===== src/design/r6pq_pkg.sv =====
// Shared constants, types and GF(2^8) helpers for the RAID6 P/Q stripe checker.
package r6pq_pkg;

	localparam int MAX_DISK_COUNT = 64;
	localparam int DATA_COLS      = MAX_DISK_COUNT - 2;
	localparam int COL_W          = 6;
	localparam int BYTE_W         = 8;
	localparam int COEF_DEPTH     = 2 ** COL_W;

	localparam logic [BYTE_W-1:0] GF_POLY_LOW = 8'h1d;

	typedef logic [BYTE_W-1:0] byte_t;

	typedef enum logic [1:0] {
		STATUS_OK       = 2'd0,
		STATUS_PARITY   = 2'd1,
		STATUS_DEGRADED = 2'd2
	} stripe_status_t;

	typedef logic [COEF_DEPTH-1:0][BYTE_W-1:0] coef_table_t;

	// multiply by x, reduce by x^8+x^4+x^3+x^2+1
	function automatic byte_t gf_double(input byte_t v);
		byte_t r;
		r = {v[BYTE_W-2:0], 1'b0};
		if (v[BYTE_W-1]) begin
			r = r ^ GF_POLY_LOW;
		end
		return r;
	endfunction

	// shift-and-add product, eight narrow steps
	function automatic byte_t gf_mul(input byte_t a, input byte_t b);
		byte_t acc;
		byte_t sh;
		acc = '0;
		sh  = a;
		for (int i = 0; i < BYTE_W; i++) begin
			if (b[i]) begin
				acc = acc ^ sh;
			end
			sh = gf_double(sh);
		end
		return acc;
	endfunction

	// 2^col for every column code, built at elaboration
	function automatic coef_table_t gf_pow2_table();
		coef_table_t t;
		byte_t c;
		c = 8'h01;
		for (int i = 0; i < COEF_DEPTH; i++) begin
			t[i] = c;
			c = gf_double(c);
		end
		return t;
	endfunction

	localparam coef_table_t GF_POW2 = gf_pow2_table();

endpackage


===== src/design/r6pq_q_term.sv =====
// Q syndrome term: GF(2^8) product of the column coefficient 2^col and the data byte.
module r6pq_q_term (
	input  logic [r6pq_pkg::COL_W-1:0] col,
	input  r6pq_pkg::byte_t            data_byte,
	output r6pq_pkg::byte_t            term
);

	r6pq_pkg::byte_t coef;

	assign coef = r6pq_pkg::GF_POW2[col];
	assign term = r6pq_pkg::gf_mul(coef, data_byte);

endmodule


===== config.mk =====
export PLATFORM = sky130hd
export DESIGN_NAME = r6pq_q_term
export DESIGN_NICKNAME = d
export VERILOG_FILES = /design/src/design/r6pq_pkg.sv /design/src/design/r6pq_q_term.sv
export SDC_FILE = /design/constraint.sdc
export NUM_CORES = 1
export LEC_CHECK = 0
export BUFFER_PORTS_ARGS = -buffer_cell sky130_fd_sc_hd__buf_2
export CORE_ASPECT_RATIO = 0.9
export CORE_UTILIZATION = 40
export DETAILED_ROUTE_END_ITERATION = 8
export PLACE_DENSITY_LB_ADDON = 0.08
export SYNTH_ARGS = -nofsm -noshare
export SYNTH_HDL_FRONTEND = slang
export SYNTH_SLANG_ARGS = --single-unit

===== constraint.sdc =====
create_clock -name vclk -period 11.6
set_clock_uncertainty 0.15 [all_clocks]
set_input_delay 3.48 -clock vclk [all_inputs]
set_output_delay 3.48 -clock vclk [all_outputs]
set_load 0.02 [all_outputs]

==> out/summary.log <==
qor: power.power_frac_clock 0%
qor: logic_synthesis.synth.top_cells.by_area sky130_fd_sc_hd__xnor2_1 (18%), sky130_fd_sc_hd__nand2_1 (9.9%), sky130_fd_sc_hd__xor2_1 (6.5%)
qor: floorplan.floorplan.rows 25
qor: critical_path.setup.worst_path.class in2out
qor: power.cellPowerDensity 149.7 mW/mm^2
qor: clock_network.cts-resized-gates 0
qor: sta.timing.max_slew.rel_slack 48.91%
qor: routing.drt-pass1-iter-count 6
qor: power.swShare 55.70%
qor: sta.totalNegativeSetupSlack 0 ns
qor: global_routing.grt_max_degree 49
qor: logic_synthesis.synthesis.area 0.002166 sq mm
qor: floorplan.floorplan.initialDensity 41.46%
qor: routing.avgRoutedWirePerCell 15.55 microns
qor: power.p_switching 0.0001860 W
qor: logic_synthesis.ranking_of_synthesized_cells_by_instance_count sky130_fd_sc_hd__nand2_1 (57), sky130_fd_sc_hd__xnor2_1 (45), sky130_fd_sc_hd__xor2_1 (16), sky130_fd_sc_hd__o21ai_0 (14)
qor: placement.detailed_place.area 0.002231 sq mm
qor: logic_synthesis.synth_adder_area_share 4.622%
qor: logic_synthesis.most_instantiated_library_cell_after_synthesis sky130_fd_sc_hd__nand2_1
qor: routing.drtAntennaViolNets 0
qor: critical_path.start_kind primary input
qor: global_routing.grt.overflow.total 0
qor: sta.final_max_slew_viol_count 0
qor: critical_path.cell_type_group_with_the_largest_total_delay_on_the_critical_path XOR/XNOR gates
qor: logic_synthesis.netlist-cell-type-count 53
qor: routing.route.detailed.vias_per_inst 5.636
qor: sta.maximum_operating_frequency 89.61 MHz
qor: floorplan.floorplan.die.width 79.57 microns
qor: logic_synthesis.synth_sequential_area_ratio 0%
qor: logic_synthesis.synth-xor-area-share 30.04%
qor: power.p_seq_share 0%
qor: critical_path.timing.critical_path.slowest_stage_cell sky130_fd_sc_hd__a211oi_4
qor: sta.fin_crit_period 11.16 ns
qor: final_layout.layout.clock_buffers 0
qor: floorplan.dieHeight 71.81 microns
qor: global_routing.globalRouteTotalUtil 20.66%
qor: power.p_total 0.0003340 W
qor: logic_synthesis.synthesis.instances 309
qor: logic_synthesis.synth.yosys.warnings 0
qor: sta.timing.final.crit_share 96.20%
qor: run.maxCapViolations 0
qor: sta.timing.hold.ws 7.307 ns
qor: placement.globalplace.congestion 0.8646
qor: clock_network.post_cts_buffers 0
qor: critical_path.crit_required 7.97 ns
qor: critical_path.worstPathBufferInverterCount 3
qor: clock_network.holdBufCountCts 0
qor: critical_path.path_max_fanout 15
qor: final_layout.final_nets 328
qor: placement.placement.io_buffers 22
qor: outcome.outcome finished clean
qor: logic_synthesis.avgSynthCellArea 7.009 sq um
qor: logic_synthesis.netlist.top_cell.by_area sky130_fd_sc_hd__xnor2_1
qor: final_layout.area_occupied_by_multi_input_gates 0.002014 sq mm
qor: critical_path.critical-path-max-stage-delay 0.54 ns
qor: logic_synthesis.synth_top_family_by_area XOR/XNOR gates
qor: critical_path.cp_cell_sequence buf_2 > inv_1 > ha_1 > xor2_1 > mux4_2 > a211oi_4 > xor2_2 > xnor2_1 > xor2_2 > nand2_1 > xnor2_1 > xnor3_1 > buf_2
qor: global_routing.grt_pass1_vias 1856
qor: final_layout.layout-drive-gt1-share 14.14%
qor: floorplan.die_area 0.005714 sq mm
qor: sta.setup_violations 0
qor: final_layout.antenna_cells 0
qor: floorplan.placeableCoreArea 0.005224 sq mm
qor: routing.num_vias 2091
qor: floorplan.top_level_ports 22
qor: power.power.leakage 0.8753 nW
qor: logic_synthesis.synth_simple_gate_area_share 24.90%
qor: routing.detailedRoute.firstIterationViolations 353
qor: global_routing.first_pass_grt_wire_length 9.432 mm
qor: sta.transition_time_at_the_pin_with_the_least_slew_margin 0.7663 ns
qor: routing.post-route-drc-count 0
qor: power.power.internal 0.0001480 W
qor: sta.timing.final.hold_violations 0
qor: routing.totalWireLength 5.769 mm
qor: placement.detailed_place_hpwl 4.303 mm
qor: logic_synthesis.synth_top_area_share 18.20%
qor: final_layout.design.seq.count 0
qor: logic_synthesis.synth_compound_area_share 23.86%
qor: final_layout.layout-area-overhead-vs-synth 3.004%
qor: final_layout.final.fill_count 574
qor: critical_path.critical_path.endpoint_type output port
qor: logic_synthesis.synth_mux_area_share 9.590%
qor: sta.setup_repair_after_global_routing_missed_its_margin false
qor: power.worst_ir_drop_vdd 102.5 uV
qor: final_layout.final_design_area_excluding_fillers 0.002231 sq mm
qor: power.pwr-share-comb 100.0%
qor: critical_path.crit_arrival 7.53 ns
qor: final_layout.flip_flop_and_latch_area 0 sq um
qor: worst_hold_path.worst_hold_path_type in2out
qor: global_routing.antenna_found_initial 0
qor: logic_synthesis.synth_nets 331
## placed cells by master (no fill, tap or decap), types with 7 or more instances in the layout
master / instances
sky130_fd_sc_hd__xor2_1: 16
sky130_fd_sc_hd__nor3_1: 7
sky130_fd_sc_hd__xnor2_1: 45
sky130_fd_sc_hd__ha_1: 8
sky130_fd_sc_hd__a21oi_1: 11
sky130_fd_sc_hd__nand2_1: 57
sky130_fd_sc_hd__o21ai_0: 14
sky130_fd_sc_hd__nand2b_1: 11
sky130_fd_sc_hd__buf_2: 22
sky130_fd_sc_hd__nor2_1: 13
sky130_fd_sc_hd__nor2b_1: 11
## power by group through the flow
stage / Clock [W] / Sequential [W] / Combinational (W)
final: 0 / 0 / 0.000334
after global routing: 0 / 0 / 0.000365
after CTS: 0 / 0 / 0.000336
after detailed placement: 0 / 0 / 0.000335
after global placement: 0 / 0 / 0.000334
after floorplan: 0 / 0 / 0.000269
## worst paths after layout
check             slack [ns]  endpoint          from  cells past startpoint
setup / recovery        0.44   term[4]        col[1]                     13
hold / removal          7.31   term[0]  data_byte[7]                      4
## cells by family (layout without fill, tap and decap cells)
| logic type | Yosys count | count (layout) |
|---|---|---|
| compound gates | 71 | 71 |
| xor+xnor | 67 | 67 |
| fa+ha+maj | 8 | 8 |
| buf+inv | 33 | 28 |
| mux | 15 | 15 |
| simple gates | 115 | 115 |
## layer usage
metal  share of wire (%)  GRT usage [%]
met1                  50          33.05
met2                  40          30.29
met3                 9.4          2.166
met4                0.69          1.414
met5                   0              0
## stage by stage
stage	setup WS (ns)	utilization, %	cells
after CTS	0.4726	42.71	371
after floorplan	0.9941	-	309
after global routing	0.1022	42.71	371
final	0.4407	42.71	371
after detailed placement	0.4821	42.71	371
after global placement	0.5670	42.71	371
## cell type report
class,count,share of cell area [%]
Timing Repair Buffer,22,4.936
Tap cell,67,3.758
Multi-Input combinational cell,276,90.30
Inverter,6,1.010
Note: power is estimated with default switching activity, not from simulation.
